File: config.mk
export PLATFORM = sky130hd
export DESIGN_NAME = battery_soc_coulomb_counter_unit
export DESIGN_NICKNAME = d
export VERILOG_FILES = /design/src/rtl/bscc_pkg.sv /design/src/rtl/battery_soc_coulomb_counter_unit.sv /design/src/rtl/bscc_div.sv /design/src/rtl/bscc_dp.sv /design/src/rtl/bscc_ctrl.sv
export SDC_FILE = /design/constraint.sdc
export NUM_CORES = 2
export LEC_CHECK = 0
export ABC_AREA = 1
export BUFFER_PORTS_ARGS = -buffer_cell sky130_fd_sc_hd__clkbuf_2
export CAP_MARGIN = 40
export CORE_MARGIN = 3
export CORE_UTILIZATION = 50
export DETAILED_ROUTE_END_ITERATION = 16
export PLACE_DENSITY = 0.66
export SLEW_MARGIN = 0
export SYNTH_ARGS = -nofsm -noshare
export SYNTH_HDL_FRONTEND = slang
export SYNTH_SLANG_ARGS = --single-unit
File: constraint.sdc
create_clock -name clk -period 11.6 [get_ports clk]
set_input_delay 2.32 -clock clk [delete_from_list [all_inputs] [get_ports clk]]
set_output_delay 2.32 -clock clk [all_outputs]
set_load 0.005 [all_outputs]
File: src/rtl/bscc_pkg.sv
// Shared types, constants and tables for the battery SoC coulomb counter.
`timescale 1ns / 1ps

package bscc_pkg;

  // Field widths
  localparam int CUR_W      = 20;
  localparam int TIME_W     = 32;
  localparam int MV_W       = 16;
  localparam int SOC_W      = 27;
  localparam int WHOLE_W    = 7;
  localparam int CAP_W      = 12;
  localparam int BAND_W     = 17;
  localparam int REST_W     = 20;
  localparam int GATE_W     = 18;
  localparam int CFG_IDX_W  = 3;
  localparam int CFG_DATA_W = 27;

  // Datapath widths
  localparam int MUL_AW    = 20;
  localparam int MUL_BW    = 27;
  localparam int MUL_PW    = MUL_AW + MUL_BW;
  localparam int ACC_W     = 52;
  localparam int DIV_QW    = 28;
  localparam int DIV_VW    = 20;
  localparam int DIV_STEPS = DIV_QW / 2;
  localparam int DIV_CNT_W = $clog2(DIV_STEPS + 1);

  localparam logic [SOC_W-1:0]  SOC_FULL  = 27'd100000000;
  localparam logic [DIV_VW-1:0] BLEND_DIV = 20'd20;
  localparam logic [DIV_VW-1:0] WHOLE_DIV = 20'd1000000;

  // Open-circuit voltage table (mV to micro-percent)
  localparam int TABLE_POINTS = 11;
  localparam int TABLE_SLOTS  = 16;
  localparam int TABLE_LAST   = (TABLE_POINTS - 1) % TABLE_SLOTS;

  localparam logic [MV_W-1:0] VOLT_MV [TABLE_SLOTS] = '{
    16'd40000, 16'd48000, 16'd51200, 16'd51500, 16'd52000, 16'd52200,
    16'd52300, 16'd52800, 16'd53100, 16'd53600, 16'd54400,
    16'd0, 16'd0, 16'd0, 16'd0, 16'd0
  };
  localparam logic [SOC_W-1:0] PCT_UPCT [TABLE_SLOTS] = '{
    27'd0, 27'd10000000, 27'd20000000, 27'd30000000, 27'd40000000,
    27'd50000000, 27'd60000000, 27'd70000000, 27'd80000000, 27'd90000000,
    27'd100000000, 27'd0, 27'd0, 27'd0, 27'd0, 27'd0
  };

  // Configuration register indexes
  typedef enum logic [CFG_IDX_W-1:0] {
    CFG_CAPACITY  = 3'd0,
    CFG_BAND_LOW  = 3'd1,
    CFG_BAND_HIGH = 3'd2,
    CFG_REST_TIME = 3'd3,
    CFG_GATE      = 3'd4,
    CFG_INIT_SOC  = 3'd5
  } cfg_reg_t;

  // Datapath operations issued by the controller
  typedef enum logic [3:0] {
    OP_NONE,
    OP_LOAD,
    OP_MUL_LO,
    OP_MUL_HI,
    OP_DIV_CHARGE,
    OP_APPLY_CHARGE,
    OP_GATE,
    OP_TBL_SEL,
    OP_TBL_MUL,
    OP_DIV_TABLE,
    OP_APPLY_TABLE,
    OP_DIV_BLEND,
    OP_APPLY_BLEND,
    OP_DIV_WHOLE,
    OP_APPLY_WHOLE,
    OP_OUT
  } dp_op_t;

  typedef enum logic [3:0] {
    ST_IDLE,
    ST_MUL_LO,
    ST_MUL_HI,
    ST_DIV_CHG,
    ST_WAIT_CHG,
    ST_GATE,
    ST_TBL_SEL,
    ST_TBL_MUL,
    ST_DIV_TBL,
    ST_WAIT_TBL,
    ST_DIV_BLEND,
    ST_WAIT_BLEND,
    ST_DIV_WHOLE,
    ST_WAIT_WHOLE,
    ST_OUT
  } ctrl_state_t;

  typedef struct packed {
    dp_op_t op;
  } dp_cmd_t;

  typedef struct packed {
    logic div_done;
    logic corr_now;
    logic out_busy;
  } dp_status_t;

endpackage

File: src/rtl/battery_soc_coulomb_counter_unit.sv
// Top level of the battery SoC coulomb counter with voltage-table correction.
//
//   Channel | Direction | Handshake           | Payload
//   --------+-----------+---------------------+----------------------------------------
//   cfg     | in        | cfg_wr_en           | cfg_index, cfg_data
//   in      | in        | in_valid / in_stall | current_ma, now_ms, battery_voltage_mv
//   out     | out       | out_valid/out_stall | soc_micro_pct, soc_whole_pct, at_rest,
//           |           |                     | corrected
//
// A sample runs from acceptance to the output register through the shared divider (two
// quotient bits per cycle), which it uses for up to four divisions: twice per sample, and
// four times when the voltage correction runs.
// Reset is synchronous and active high; no clearing pass is needed after it.
// A new sample is accepted while the previous result waits in the output register;
// the block holds in its final state only while that register is still stalled.
`timescale 1ns / 1ps

module battery_soc_coulomb_counter_unit (
  input  logic                                 clk,
  input  logic                                 rst,
  input  logic                                 cfg_wr_en,
  input  logic [bscc_pkg::CFG_IDX_W-1:0]       cfg_index,
  input  logic [bscc_pkg::CFG_DATA_W-1:0]      cfg_data,
  input  logic                                 in_valid,
  output logic                                 in_stall,
  input  logic signed [bscc_pkg::CUR_W-1:0]    current_ma,
  input  logic [bscc_pkg::TIME_W-1:0]          now_ms,
  input  logic [bscc_pkg::MV_W-1:0]            battery_voltage_mv,
  output logic                                 out_valid,
  input  logic                                 out_stall,
  output logic [bscc_pkg::SOC_W-1:0]           soc_micro_pct,
  output logic [bscc_pkg::WHOLE_W-1:0]         soc_whole_pct,
  output logic                                 at_rest,
  output logic                                 corrected
);

  bscc_pkg::dp_cmd_t    cmd;
  bscc_pkg::dp_status_t status;

  bscc_ctrl u_ctrl (
    .clk      (clk),
    .rst      (rst),
    .in_valid (in_valid),
    .status   (status),
    .cmd      (cmd),
    .in_stall (in_stall)
  );

  bscc_dp u_dp (
    .clk                (clk),
    .rst                (rst),
    .cfg_wr_en          (cfg_wr_en),
    .cfg_index          (cfg_index),
    .cfg_data           (cfg_data),
    .current_ma         (current_ma),
    .now_ms             (now_ms),
    .battery_voltage_mv (battery_voltage_mv),
    .cmd                (cmd),
    .status             (status),
    .out_stall          (out_stall),
    .out_valid          (out_valid),
    .soc_micro_pct      (soc_micro_pct),
    .soc_whole_pct      (soc_whole_pct),
    .at_rest            (at_rest),
    .corrected          (corrected)
  );

  // A transaction on the input side always starts a busy period
  a_busy_after_accept: assert property (@(posedge clk) disable iff (rst)
    (in_valid && !in_stall) |=> in_stall)
    else $error("input accepted twice in a row");

  // Reported SoC stays within full scale
  a_soc_range: assert property (@(posedge clk) disable iff (rst)
    out_valid |-> (soc_micro_pct <= bscc_pkg::SOC_FULL))
    else $error("SoC above full scale");

  // Whole percent is the truncated micro-percent value
  a_whole_match: assert property (@(posedge clk) disable iff (rst)
    out_valid |-> ((34'(soc_whole_pct) * 34'd1000000 <= 34'(soc_micro_pct)) &&
                   (34'(soc_micro_pct) < (34'(soc_whole_pct) + 34'd1) * 34'd1000000)))
    else $error("whole percent disagrees with micro-percent");

  // A correction only happens while the current is stable
  a_corr_rest: assert property (@(posedge clk) disable iff (rst)
    (out_valid && corrected) |-> at_rest)
    else $error("correction applied without rest");

endmodule

File: src/rtl/bscc_div.sv
// Iterative restoring divider, two quotient bits per cycle, saturating quotient.
`timescale 1ns / 1ps

module bscc_div (
  input  logic                               clk,
  input  logic                               rst,
  input  logic                               start,
  input  logic [bscc_pkg::ACC_W-1:0]         dividend,
  input  logic [bscc_pkg::DIV_VW-1:0]        divisor,
  output logic                               done,
  output logic [bscc_pkg::DIV_QW-1:0]        quotient
);

  logic                              busy;
  logic [bscc_pkg::DIV_CNT_W-1:0]    cnt;
  logic [bscc_pkg::DIV_VW-1:0]       rem;
  logic [bscc_pkg::DIV_VW-1:0]       dsr;
  logic [bscc_pkg::DIV_QW-1:0]       low;
  logic                              sat;
  logic [bscc_pkg::DIV_VW:0]         r1;
  logic [bscc_pkg::DIV_VW:0]         r2;
  logic                              ge1;
  logic                              ge2;
  logic [bscc_pkg::DIV_VW-1:0]       rem1;
  logic [bscc_pkg::DIV_VW-1:0]       rem2;
  logic [bscc_pkg::DIV_QW-1:0]       low1;
  logic [bscc_pkg::DIV_QW-1:0]       low2;

  // Quotient would not fit: report all ones
  assign sat = dividend >= {{(bscc_pkg::ACC_W - bscc_pkg::DIV_VW - bscc_pkg::DIV_QW){1'b0}},
                            divisor, {bscc_pkg::DIV_QW{1'b0}}};

  // Two dependent shift-subtract steps
  always_comb begin
    r1   = {rem, low[bscc_pkg::DIV_QW-1]};
    ge1  = r1 >= {1'b0, dsr};
    rem1 = ge1 ? bscc_pkg::DIV_VW'(r1 - {1'b0, dsr}) : r1[bscc_pkg::DIV_VW-1:0];
    low1 = {low[bscc_pkg::DIV_QW-2:0], ge1};
    r2   = {rem1, low1[bscc_pkg::DIV_QW-1]};
    ge2  = r2 >= {1'b0, dsr};
    rem2 = ge2 ? bscc_pkg::DIV_VW'(r2 - {1'b0, dsr}) : r2[bscc_pkg::DIV_VW-1:0];
    low2 = {low1[bscc_pkg::DIV_QW-2:0], ge2};
  end

  // Sequence the steps and flag completion
  always_ff @(posedge clk) begin
    if (rst) begin
      busy <= 1'b0;
      done <= 1'b0;
      cnt  <= '0;
    end else begin
      done <= 1'b0;
      if (start) begin
        if (sat) begin
          busy <= 1'b0;
          done <= 1'b1;
        end else begin
          busy <= 1'b1;
          cnt  <= bscc_pkg::DIV_CNT_W'(bscc_pkg::DIV_STEPS);
        end
      end else if (busy) begin
        cnt <= cnt - bscc_pkg::DIV_CNT_W'(1);
        if (cnt == bscc_pkg::DIV_CNT_W'(1)) begin
          busy <= 1'b0;
          done <= 1'b1;
        end
      end
    end
  end

  // Hold partial remainder and quotient
  always_ff @(posedge clk) begin
    if (start) begin
      dsr <= divisor;
      if (sat) begin
        low <= '1;
      end else begin
        rem <= dividend[bscc_pkg::DIV_VW+bscc_pkg::DIV_QW-1:bscc_pkg::DIV_QW];
        low <= dividend[bscc_pkg::DIV_QW-1:0];
      end
    end else if (busy) begin
      rem <= rem2;
      low <= low2;
    end
  end

  assign quotient = low;

endmodule

File: src/rtl/bscc_dp.sv
// Datapath: configuration, SoC state, shared multiplier, divider and output register.
`timescale 1ns / 1ps

module bscc_dp (
  input  logic                                 clk,
  input  logic                                 rst,
  input  logic                                 cfg_wr_en,
  input  logic [bscc_pkg::CFG_IDX_W-1:0]       cfg_index,
  input  logic [bscc_pkg::CFG_DATA_W-1:0]      cfg_data,
  input  logic signed [bscc_pkg::CUR_W-1:0]    current_ma,
  input  logic [bscc_pkg::TIME_W-1:0]          now_ms,
  input  logic [bscc_pkg::MV_W-1:0]            battery_voltage_mv,
  input  bscc_pkg::dp_cmd_t                    cmd,
  output bscc_pkg::dp_status_t                 status,
  input  logic                                 out_stall,
  output logic                                 out_valid,
  output logic [bscc_pkg::SOC_W-1:0]           soc_micro_pct,
  output logic [bscc_pkg::WHOLE_W-1:0]         soc_whole_pct,
  output logic                                 at_rest,
  output logic                                 corrected
);

  // Configuration registers
  logic [bscc_pkg::CAP_W-1:0]          cap;
  logic [bscc_pkg::BAND_W-1:0]         band_low;
  logic [bscc_pkg::BAND_W-1:0]         band_high;
  logic [bscc_pkg::REST_W-1:0]         rest_time;
  logic signed [bscc_pkg::GATE_W-1:0]  gate_cur;

  // Persistent state
  logic [bscc_pkg::SOC_W-1:0]          soc;
  logic [bscc_pkg::TIME_W-1:0]         prior_time;
  logic signed [bscc_pkg::CUR_W-1:0]   prior_cur;
  logic                                stable_flag;
  logic [bscc_pkg::TIME_W-1:0]         stable_start;

  // Per-transaction working registers
  logic signed [bscc_pkg::CUR_W-1:0]   cur;
  logic [bscc_pkg::TIME_W-1:0]         now;
  logic [bscc_pkg::MV_W-1:0]           mv;
  logic [bscc_pkg::TIME_W-1:0]         elapsed;
  logic [bscc_pkg::CUR_W-1:0]          mag;
  logic [bscc_pkg::DIV_VW-1:0]         vdiv;
  logic [bscc_pkg::ACC_W-1:0]          acc;
  logic                                corr;
  logic [bscc_pkg::MV_W-1:0]           tbl_num;
  logic [bscc_pkg::MV_W-1:0]           tbl_span;
  logic [bscc_pkg::SOC_W-1:0]          tbl_dpct;
  logic [bscc_pkg::SOC_W-1:0]          tbl_base;
  logic [bscc_pkg::SOC_W-1:0]          tbl_val;
  logic [bscc_pkg::WHOLE_W-1:0]        whole;

  // Combinational values
  logic [bscc_pkg::CUR_W-1:0]          mag_in;
  logic [bscc_pkg::CAP_W-1:0]          cap_eff;
  logic [17:0]                         cap_x;
  logic [17:0]                         vdiv36;
  logic [bscc_pkg::MUL_AW-1:0]         mul_a;
  logic [bscc_pkg::MUL_BW-1:0]         mul_b;
  logic [bscc_pkg::MUL_PW-1:0]         mul_p;
  logic                                div_start;
  logic [bscc_pkg::ACC_W-1:0]          div_dvd;
  logic [bscc_pkg::DIV_VW-1:0]         div_dsr;
  logic                                div_done;
  logic [bscc_pkg::DIV_QW-1:0]         div_q;
  logic signed [29:0]                  soc_base;
  logic signed [29:0]                  dq_s;
  logic signed [29:0]                  soc_s;
  logic [bscc_pkg::SOC_W-1:0]          soc_chg;
  logic signed [bscc_pkg::CUR_W-1:0]   gate_x;
  logic                                cur_gt;
  logic [bscc_pkg::CUR_W:0]            cur_diff;
  logic [bscc_pkg::CUR_W:0]            abs_d;
  logic                                in_band;
  logic [bscc_pkg::TIME_W-1:0]         rest_el;
  logic                                rest_ok;
  logic [30:0]                         soc_x;
  logic [30:0]                         blend_sum;
  logic                                sel_found;
  logic [bscc_pkg::MV_W-1:0]           sel_num;
  logic [bscc_pkg::MV_W-1:0]           sel_span;
  logic [bscc_pkg::SOC_W-1:0]          sel_dpct;
  logic [bscc_pkg::SOC_W-1:0]          sel_base;

  // Sample magnitude and coulomb divisor (capacity of zero acts as one)
  assign mag_in  = current_ma[bscc_pkg::CUR_W-1] ? (~current_ma + 20'd1) : current_ma;
  assign cap_eff = (cap == '0) ? 12'd1 : cap;
  assign cap_x   = {6'd0, cap_eff};
  assign vdiv36  = (cap_x << 5) + (cap_x << 2);

  // Shared multiplier
  always_comb begin
    case (cmd.op)
      bscc_pkg::OP_MUL_LO: begin
        mul_a = mag;
        mul_b = {11'd0, elapsed[15:0]};
      end
      bscc_pkg::OP_MUL_HI: begin
        mul_a = mag;
        mul_b = {11'd0, elapsed[31:16]};
      end
      bscc_pkg::OP_TBL_MUL: begin
        mul_a = {4'd0, tbl_num};
        mul_b = tbl_dpct;
      end
      default: begin
        mul_a = '0;
        mul_b = '0;
      end
    endcase
  end

  assign mul_p = mul_a * mul_b;

  // Blend numerator: 19 * soc + table value
  assign soc_x     = {4'd0, soc};
  assign blend_sum = (soc_x << 4) + (soc_x << 1) + soc_x + {4'd0, tbl_val};

  // Route operands to the shared divider
  always_comb begin
    div_start = 1'b0;
    div_dvd   = acc;
    div_dsr   = vdiv;
    case (cmd.op)
      bscc_pkg::OP_DIV_CHARGE: begin
        div_start = 1'b1;
      end
      bscc_pkg::OP_DIV_TABLE: begin
        div_start = 1'b1;
        div_dsr   = {4'd0, tbl_span};
      end
      bscc_pkg::OP_DIV_BLEND: begin
        div_start = 1'b1;
        div_dvd   = {21'd0, blend_sum};
        div_dsr   = bscc_pkg::BLEND_DIV;
      end
      bscc_pkg::OP_DIV_WHOLE: begin
        div_start = 1'b1;
        div_dvd   = {25'd0, soc};
        div_dsr   = bscc_pkg::WHOLE_DIV;
      end
      default: begin
        div_start = 1'b0;
      end
    endcase
  end

  bscc_div u_div (
    .clk      (clk),
    .rst      (rst),
    .start    (div_start),
    .dividend (div_dvd),
    .divisor  (div_dsr),
    .done     (div_done),
    .quotient (div_q)
  );

  // Apply charge step with clamp to 0..100 percent
  always_comb begin
    soc_base = $signed({3'b000, soc});
    dq_s     = $signed({2'b00, div_q});
    soc_s    = cur[bscc_pkg::CUR_W-1] ? (soc_base + dq_s) : (soc_base - dq_s);
    if (soc_s[29]) begin
      soc_chg = '0;
    end else if (soc_s > $signed({3'b000, bscc_pkg::SOC_FULL})) begin
      soc_chg = bscc_pkg::SOC_FULL;
    end else begin
      soc_chg = soc_s[bscc_pkg::SOC_W-1:0];
    end
  end

  // Gate, band and rest-time checks
  assign gate_x   = $signed({{2{gate_cur[bscc_pkg::GATE_W-1]}}, gate_cur});
  assign cur_gt   = cur > gate_x;
  assign cur_diff = {cur[bscc_pkg::CUR_W-1], cur} - {prior_cur[bscc_pkg::CUR_W-1], prior_cur};
  assign abs_d    = cur_diff[bscc_pkg::CUR_W] ? (~cur_diff + 21'd1) : cur_diff;
  assign in_band  = (abs_d >= {4'd0, band_low}) && (abs_d < {4'd0, band_high});
  assign rest_el  = now - stable_start;
  assign rest_ok  = rest_el > {12'd0, rest_time};

  // Find the table segment; percentages rise with voltage across the table
  always_comb begin
    sel_found = 1'b0;
    sel_num   = '0;
    sel_span  = 16'd1;
    sel_dpct  = '0;
    sel_base  = '0;
    if (mv <= bscc_pkg::VOLT_MV[0]) begin
      sel_base = '0;
    end else if (mv >= bscc_pkg::VOLT_MV[bscc_pkg::TABLE_LAST]) begin
      sel_base = bscc_pkg::SOC_FULL;
    end else begin
      for (int i = 0; i < bscc_pkg::TABLE_SLOTS - 1; i++) begin
        if (!sel_found && (i + 1 < bscc_pkg::TABLE_POINTS) &&
            (mv >= bscc_pkg::VOLT_MV[i]) && (mv < bscc_pkg::VOLT_MV[i+1])) begin
          sel_found = 1'b1;
          sel_num   = mv - bscc_pkg::VOLT_MV[i];
          sel_span  = bscc_pkg::VOLT_MV[i+1] - bscc_pkg::VOLT_MV[i];
          sel_dpct  = bscc_pkg::PCT_UPCT[i+1] - bscc_pkg::PCT_UPCT[i];
          sel_base  = bscc_pkg::PCT_UPCT[i];
        end
      end
    end
  end

  // Configuration registers
  always_ff @(posedge clk) begin
    if (rst) begin
      cap       <= 12'd100;
      band_low  <= 17'd1000;
      band_high <= 17'd2000;
      rest_time <= 20'd20000;
      gate_cur  <= -18'sd2000;
    end else if (cfg_wr_en) begin
      case (cfg_index)
        bscc_pkg::CFG_CAPACITY:  cap       <= cfg_data[bscc_pkg::CAP_W-1:0];
        bscc_pkg::CFG_BAND_LOW:  band_low  <= cfg_data[bscc_pkg::BAND_W-1:0];
        bscc_pkg::CFG_BAND_HIGH: band_high <= cfg_data[bscc_pkg::BAND_W-1:0];
        bscc_pkg::CFG_REST_TIME: rest_time <= cfg_data[bscc_pkg::REST_W-1:0];
        bscc_pkg::CFG_GATE:      gate_cur  <= $signed(cfg_data[bscc_pkg::GATE_W-1:0]);
        default: ;
      endcase
    end
  end

  // Persistent SoC and stability state
  always_ff @(posedge clk) begin
    if (rst) begin
      soc          <= '0;
      prior_time   <= '0;
      prior_cur    <= '0;
      stable_flag  <= 1'b0;
      stable_start <= '0;
    end else begin
      if (cfg_wr_en && (cfg_index == bscc_pkg::CFG_INIT_SOC)) begin
        soc <= (cfg_data > bscc_pkg::SOC_FULL) ? bscc_pkg::SOC_FULL : cfg_data;
      end
      case (cmd.op)
        bscc_pkg::OP_LOAD: begin
          prior_time <= now_ms;
        end
        bscc_pkg::OP_APPLY_CHARGE: begin
          soc <= soc_chg;
        end
        bscc_pkg::OP_GATE: begin
          if (cur_gt) begin
            prior_cur <= cur;
            if (in_band) begin
              if (!stable_flag) begin
                stable_flag  <= 1'b1;
                stable_start <= now;
              end
            end else begin
              stable_flag <= 1'b0;
            end
          end
        end
        bscc_pkg::OP_APPLY_BLEND: begin
          soc <= div_q[bscc_pkg::SOC_W-1:0];
        end
        default: ;
      endcase
    end
  end

  // Working registers for the transaction in flight
  always_ff @(posedge clk) begin
    case (cmd.op)
      bscc_pkg::OP_LOAD: begin
        cur     <= current_ma;
        now     <= now_ms;
        mv      <= battery_voltage_mv;
        elapsed <= now_ms - prior_time;
        mag     <= mag_in;
        vdiv    <= {2'b00, vdiv36};
        corr    <= 1'b0;
      end
      bscc_pkg::OP_MUL_LO: begin
        acc <= {5'd0, mul_p};
      end
      bscc_pkg::OP_MUL_HI: begin
        acc <= acc + {mul_p[35:0], 16'd0};
      end
      bscc_pkg::OP_GATE: begin
        corr <= cur_gt && in_band && stable_flag && rest_ok;
      end
      bscc_pkg::OP_TBL_SEL: begin
        tbl_num  <= sel_num;
        tbl_span <= sel_span;
        tbl_dpct <= sel_dpct;
        tbl_base <= sel_base;
      end
      bscc_pkg::OP_TBL_MUL: begin
        acc <= {5'd0, mul_p};
      end
      bscc_pkg::OP_APPLY_TABLE: begin
        tbl_val <= tbl_base + div_q[bscc_pkg::SOC_W-1:0];
      end
      bscc_pkg::OP_APPLY_WHOLE: begin
        whole <= div_q[bscc_pkg::WHOLE_W-1:0];
      end
      default: ;
    endcase
  end

  // Output register
  always_ff @(posedge clk) begin
    if (rst) begin
      out_valid <= 1'b0;
    end else if (cmd.op == bscc_pkg::OP_OUT) begin
      out_valid <= 1'b1;
    end else if (!out_stall) begin
      out_valid <= 1'b0;
    end
  end

  always_ff @(posedge clk) begin
    if (cmd.op == bscc_pkg::OP_OUT) begin
      soc_micro_pct <= soc;
      soc_whole_pct <= whole;
      at_rest       <= stable_flag;
      corrected     <= corr;
    end
  end

  // Status back to the controller
  assign status.div_done = div_done;
  assign status.corr_now = cur_gt && in_band && stable_flag && rest_ok;
  assign status.out_busy = out_valid && out_stall;

endmodule

File: src/rtl/bscc_ctrl.sv
// Controller state machine that sequences the datapath for one sample.
`timescale 1ns / 1ps

module bscc_ctrl (
  input  logic                   clk,
  input  logic                   rst,
  input  logic                   in_valid,
  input  bscc_pkg::dp_status_t   status,
  output bscc_pkg::dp_cmd_t      cmd,
  output logic                   in_stall
);

  bscc_pkg::ctrl_state_t state;
  bscc_pkg::ctrl_state_t state_next;

  always_ff @(posedge clk) begin
    if (rst) begin
      state <= bscc_pkg::ST_IDLE;
    end else begin
      state <= state_next;
    end
  end

  // Next state
  always_comb begin
    state_next = state;
    case (state)
      bscc_pkg::ST_IDLE:       if (in_valid) state_next = bscc_pkg::ST_MUL_LO;
      bscc_pkg::ST_MUL_LO:     state_next = bscc_pkg::ST_MUL_HI;
      bscc_pkg::ST_MUL_HI:     state_next = bscc_pkg::ST_DIV_CHG;
      bscc_pkg::ST_DIV_CHG:    state_next = bscc_pkg::ST_WAIT_CHG;
      bscc_pkg::ST_WAIT_CHG:   if (status.div_done) state_next = bscc_pkg::ST_GATE;
      bscc_pkg::ST_GATE: begin
        state_next = status.corr_now ? bscc_pkg::ST_TBL_SEL : bscc_pkg::ST_DIV_WHOLE;
      end
      bscc_pkg::ST_TBL_SEL:    state_next = bscc_pkg::ST_TBL_MUL;
      bscc_pkg::ST_TBL_MUL:    state_next = bscc_pkg::ST_DIV_TBL;
      bscc_pkg::ST_DIV_TBL:    state_next = bscc_pkg::ST_WAIT_TBL;
      bscc_pkg::ST_WAIT_TBL:   if (status.div_done) state_next = bscc_pkg::ST_DIV_BLEND;
      bscc_pkg::ST_DIV_BLEND:  state_next = bscc_pkg::ST_WAIT_BLEND;
      bscc_pkg::ST_WAIT_BLEND: if (status.div_done) state_next = bscc_pkg::ST_DIV_WHOLE;
      bscc_pkg::ST_DIV_WHOLE:  state_next = bscc_pkg::ST_WAIT_WHOLE;
      bscc_pkg::ST_WAIT_WHOLE: if (status.div_done) state_next = bscc_pkg::ST_OUT;
      bscc_pkg::ST_OUT:        if (!status.out_busy) state_next = bscc_pkg::ST_IDLE;
      default:                 state_next = bscc_pkg::ST_IDLE;
    endcase
  end

  // Commands to the datapath
  always_comb begin
    cmd.op   = bscc_pkg::OP_NONE;
    in_stall = 1'b1;
    case (state)
      bscc_pkg::ST_IDLE: begin
        in_stall = 1'b0;
        if (in_valid) cmd.op = bscc_pkg::OP_LOAD;
      end
      bscc_pkg::ST_MUL_LO:    cmd.op = bscc_pkg::OP_MUL_LO;
      bscc_pkg::ST_MUL_HI:    cmd.op = bscc_pkg::OP_MUL_HI;
      bscc_pkg::ST_DIV_CHG:   cmd.op = bscc_pkg::OP_DIV_CHARGE;
      bscc_pkg::ST_WAIT_CHG:  if (status.div_done) cmd.op = bscc_pkg::OP_APPLY_CHARGE;
      bscc_pkg::ST_GATE:      cmd.op = bscc_pkg::OP_GATE;
      bscc_pkg::ST_TBL_SEL:   cmd.op = bscc_pkg::OP_TBL_SEL;
      bscc_pkg::ST_TBL_MUL:   cmd.op = bscc_pkg::OP_TBL_MUL;
      bscc_pkg::ST_DIV_TBL:   cmd.op = bscc_pkg::OP_DIV_TABLE;
      bscc_pkg::ST_WAIT_TBL:  if (status.div_done) cmd.op = bscc_pkg::OP_APPLY_TABLE;
      bscc_pkg::ST_DIV_BLEND: cmd.op = bscc_pkg::OP_DIV_BLEND;
      bscc_pkg::ST_WAIT_BLEND: begin
        if (status.div_done) cmd.op = bscc_pkg::OP_APPLY_BLEND;
      end
      bscc_pkg::ST_DIV_WHOLE: cmd.op = bscc_pkg::OP_DIV_WHOLE;
      bscc_pkg::ST_WAIT_WHOLE: begin
        if (status.div_done) cmd.op = bscc_pkg::OP_APPLY_WHOLE;
      end
      bscc_pkg::ST_OUT:       if (!status.out_busy) cmd.op = bscc_pkg::OP_OUT;
      default:                cmd.op = bscc_pkg::OP_NONE;
    endcase
  end

endmodule
==> impl_metrics.ini <==
[timing]
setup_viol_count_final = 0
fin_crit_ps = 10760
whs_ps = 430.9
slew_viol_final = 0
fmax_ghz = 0.09296
hold_viol = 0
tightest_slew_ps = 1029
rsz0062_at_grt = false
fin_skew_ps = 42.83
finalWorstSetupSlack_ps = 842.7
finalCritPeriodShare_pct = 92.74
max_slew_margin_pct = 31.43
tns_ps = 0

[min_path]
hold_class = flip-flop to flip-flop
hold_start = u_dp.whole[1]
worstHoldPathCells = 0
min_to = u_dp.soc_whole_pct[1]

[pwr]
power_density_nw_per_um2 = 185.1
peakVddDrop_mv = 0.1982
leakagePower_nw = 29.57

[floorplanning]
dieArea_um2 = 117200
initial_core_util_pct = 50.74
coreArea_um2 = 111400
dieHeight_um = 342.3
die_w_um = 342.3
io_pins = 141
rows = 122

[clock_network]
clkLatencyLatePin_ps = 670
post_cts_buffers = 0
clockBufferDepth = 3
cts_buffers = 69
clock_sinks = 574
htree_num_levels = 3
cts_tree = built
cts_root_buf = clkbuf_16
clk_pin_slew_ps = 60

[setup_path]
cpPeakStageDelay_ps = 1000
critPathLaunch = u_ctrl.state[1]
reg2regPathDepth = 36
crit_buf_inv = 5
path_max_fanout = 19
worst_ep_arrival_time_ps = 11260
critical_path_required_ps = 12100
timing.rr.end = u_dp.acc[51]
endpoint_kind = flip-flop
critPathTopFamily = adder cells
crit_type = flip-flop to flip-flop
r2r-start = u_ctrl.state[1]
cp_common_cell = fa_1
critical_path.slowest_cell = a22oi_1
reg2reg_slack_ps = 840
startpoint_type = flip-flop

[grt]
grt_overflow = 0
grt_pass1_vias = 49090
grt_max_degree = 84
antenna_found_initial = 6
grt_pass1_wl_um = 293700
grt_util_all_layers_pct = 32.69

[logic_synthesis]
syn_avg_cell_area_um2 = 7.758
syn-instance-count = 7289
syn-cell-area_um2 = 56550
yosysTopAreaCell = edfxtp_1
synth_area_leaders = edfxtp_1, ha_1, fa_1, nand2_1, inv_1
synth_seq_area_share_pct = 26.82
synth-seq-cells = 574
synth_edf_count = 367
async_reset_ff_share_pct = 0
synth-main-ff-cell = edfxtp_1
synth_top_area_share_pct = 19.49
yosysWarnings = 0
synth_cell_types = 76

[detailed_routing]
drt_first_pass_iters = 6
drc = 0
routedWlPerCell_um = 21.47
detail-route-antenna-nets = 0
viasPerCell = 5.621
route.vias.total = 50390
wl_um = 192500
drt-initial-drc-count = 4652

[placement]
gp_congestion = 1.067
place_hpwl_um = 157000
io_buffers = 140
dpl_cell_area_um2 = 59190
dp_slack_ps = 920.9

[outcome]
outcome = finished, final reports clean

[finish]
multi_input_area_um2 = 35980
seqCellArea_um2 = 15160
final_cell_area_um2 = 61510
fillers = 10650
fin_nets = 8474
drive_gt1_share_pct = 6.234
fin_util_pct = 55.20
synthToLayoutAreaGrowth_pct = 8.774

[flow_run]
maxCapViolations = 0
[stage by stage]
stage	cells	power (mW)
after detailed placement	8836	9.070
final	8964	11.38
after global routing	8964	12.30
after floorplan	7302	7.244
after global placement	8824	9.025
after CTS	8961	11.34
[layout make-up]
type | count | area share (%)
Multi-Input combinational cell | 5289 | 58.50
Sequential cell | 574 | 24.66
Inverter | 1261 | 7.700
Tap cell | 1488 | 3.027
Clock buffer | 82 | 3.011
Timing Repair Buffer | 226 | 2.396
Clock inverter | 43 | 0.7120
Antenna cell | 1 | 0.004069
[registers in the layout (all words and copies together), names as in the netlist, 20 cells and up]
register	cells
u_dp.prior_cur	20
u_dp.rest_time	20
u_dp.soc	27
u_dp.u_div.rem	20
u_dp.prior_time	32
u_dp.u_div.quotient	28
u_dp.elapsed	32
u_dp.now	32
u_dp.mag	20
u_dp.tbl_val	27
u_dp.stable_start	32
u_dp.soc_micro_pct	27
u_dp.acc	52
[worst max-delay path by stage]
stage | slack, ps | cells past startpoint | to
after detailed placement | 920 | 35 | u_dp.acc[51]
final | 840 | 36 | u_dp.acc[51]
after global placement | 1060 | 37 | u_dp.acc[51]
after CTS | 910 | 35 | u_dp.acc[51]
after global routing | 120 | 36 | u_dp.acc[51]
after floorplan | 1970 | 5 | u_dp.corr
[cells by family (layout without fill, tap and decap cells)]
group | count (synthesis) | after routing | share of synthesized area (%)
xor gates and xnor gates | 257 | 257 | 4.007
buffers and inverters | 1439 | 1612 | 9.745
and+or+nand+nor | 2614 | 2614 | 19.32
DFF | 574 | 574 | 26.82
other | 2 | 16 | 0.01328
adders and majority gates | 950 | 950 | 25.68
AOI/OAI and AO/OA | 1453 | 1453 | 14.41
[Yosys cell counts, types with 136 or more instances]
| master | n |
|---|---|
| edfxtp_1 | 367 |
| o21ai_0 | 462 |
| clkbuf_1 | 136 |
| nor2_1 | 659 |
| fa_1 | 351 |
| a21oi_1 | 635 |
| xor2_1 | 194 |
| nand3_1 | 266 |
| dfxtp_1 | 207 |
| inv_1 | 1233 |
| ha_1 | 599 |
| nand2_1 | 1384 |
[placed cells by master (no fill, tap or decap), types with 25 or more instances in the layout]
cell / Yosys / final
a21oi_1: 635 / 634
a21oi_2: 30 / 30
a31oi_1: 26 / 26
buf_4: 4 / 78
clkbuf_16: 0 / 71
clkbuf_2: 1 / 140
clkinv_1: 21 / 29
dfxtp_1: 207 / 207
edfxtp_1: 367 / 367
fa_1: 351 / 351
ha_1: 599 / 599
inv_1: 1233 / 1230
nand2_1: 1384 / 1383
nand3_1: 266 / 266
nand4_1: 107 / 107
nor2_1: 659 / 655
nor3_1: 79 / 76
o211ai_1: 49 / 49
o21ai_0: 462 / 462
o21ai_1: 38 / 38
o21bai_1: 25 / 25
or2_2: 27 / 27
xnor2_1: 61 / 61
xor2_1: 194 / 194
[repair_timing]
| action | 4_1_cts | 5_1_grt |
|---|---|---|
| resized for setup | 0 | 1 |
| hold buffers | 0 | 0 |
| endpoints found under the hold margin | 0 | 0 |
| endpoints found under the setup margin | 0 | 1 |
[routing by layer]
| metal | wire length, um | share of wire (%) | GRT usage, % |
|---|---|---|---|
| met5 | 27 | 0.014 | 0 |
| met4 | 9653 | 5.0 | 14.38 |
| met3 | 14710 | 7.6 | 5.267 |
| met2 | 86640 | 45 | 52.63 |
| met1 | 81430 | 42 | 43.46 |
[power breakdown]
part / switching [mW] / total [mW] / internal (mW) / leakage (nW)
Sequential: 0.204 / 2.81 / 2.60 / 5.09
Combinational: 4.21 / 6.36 / 2.15 / 23.4
Clock: 0.963 / 2.22 / 1.25 / 1.11
Power figures use the tool's default switching activity.
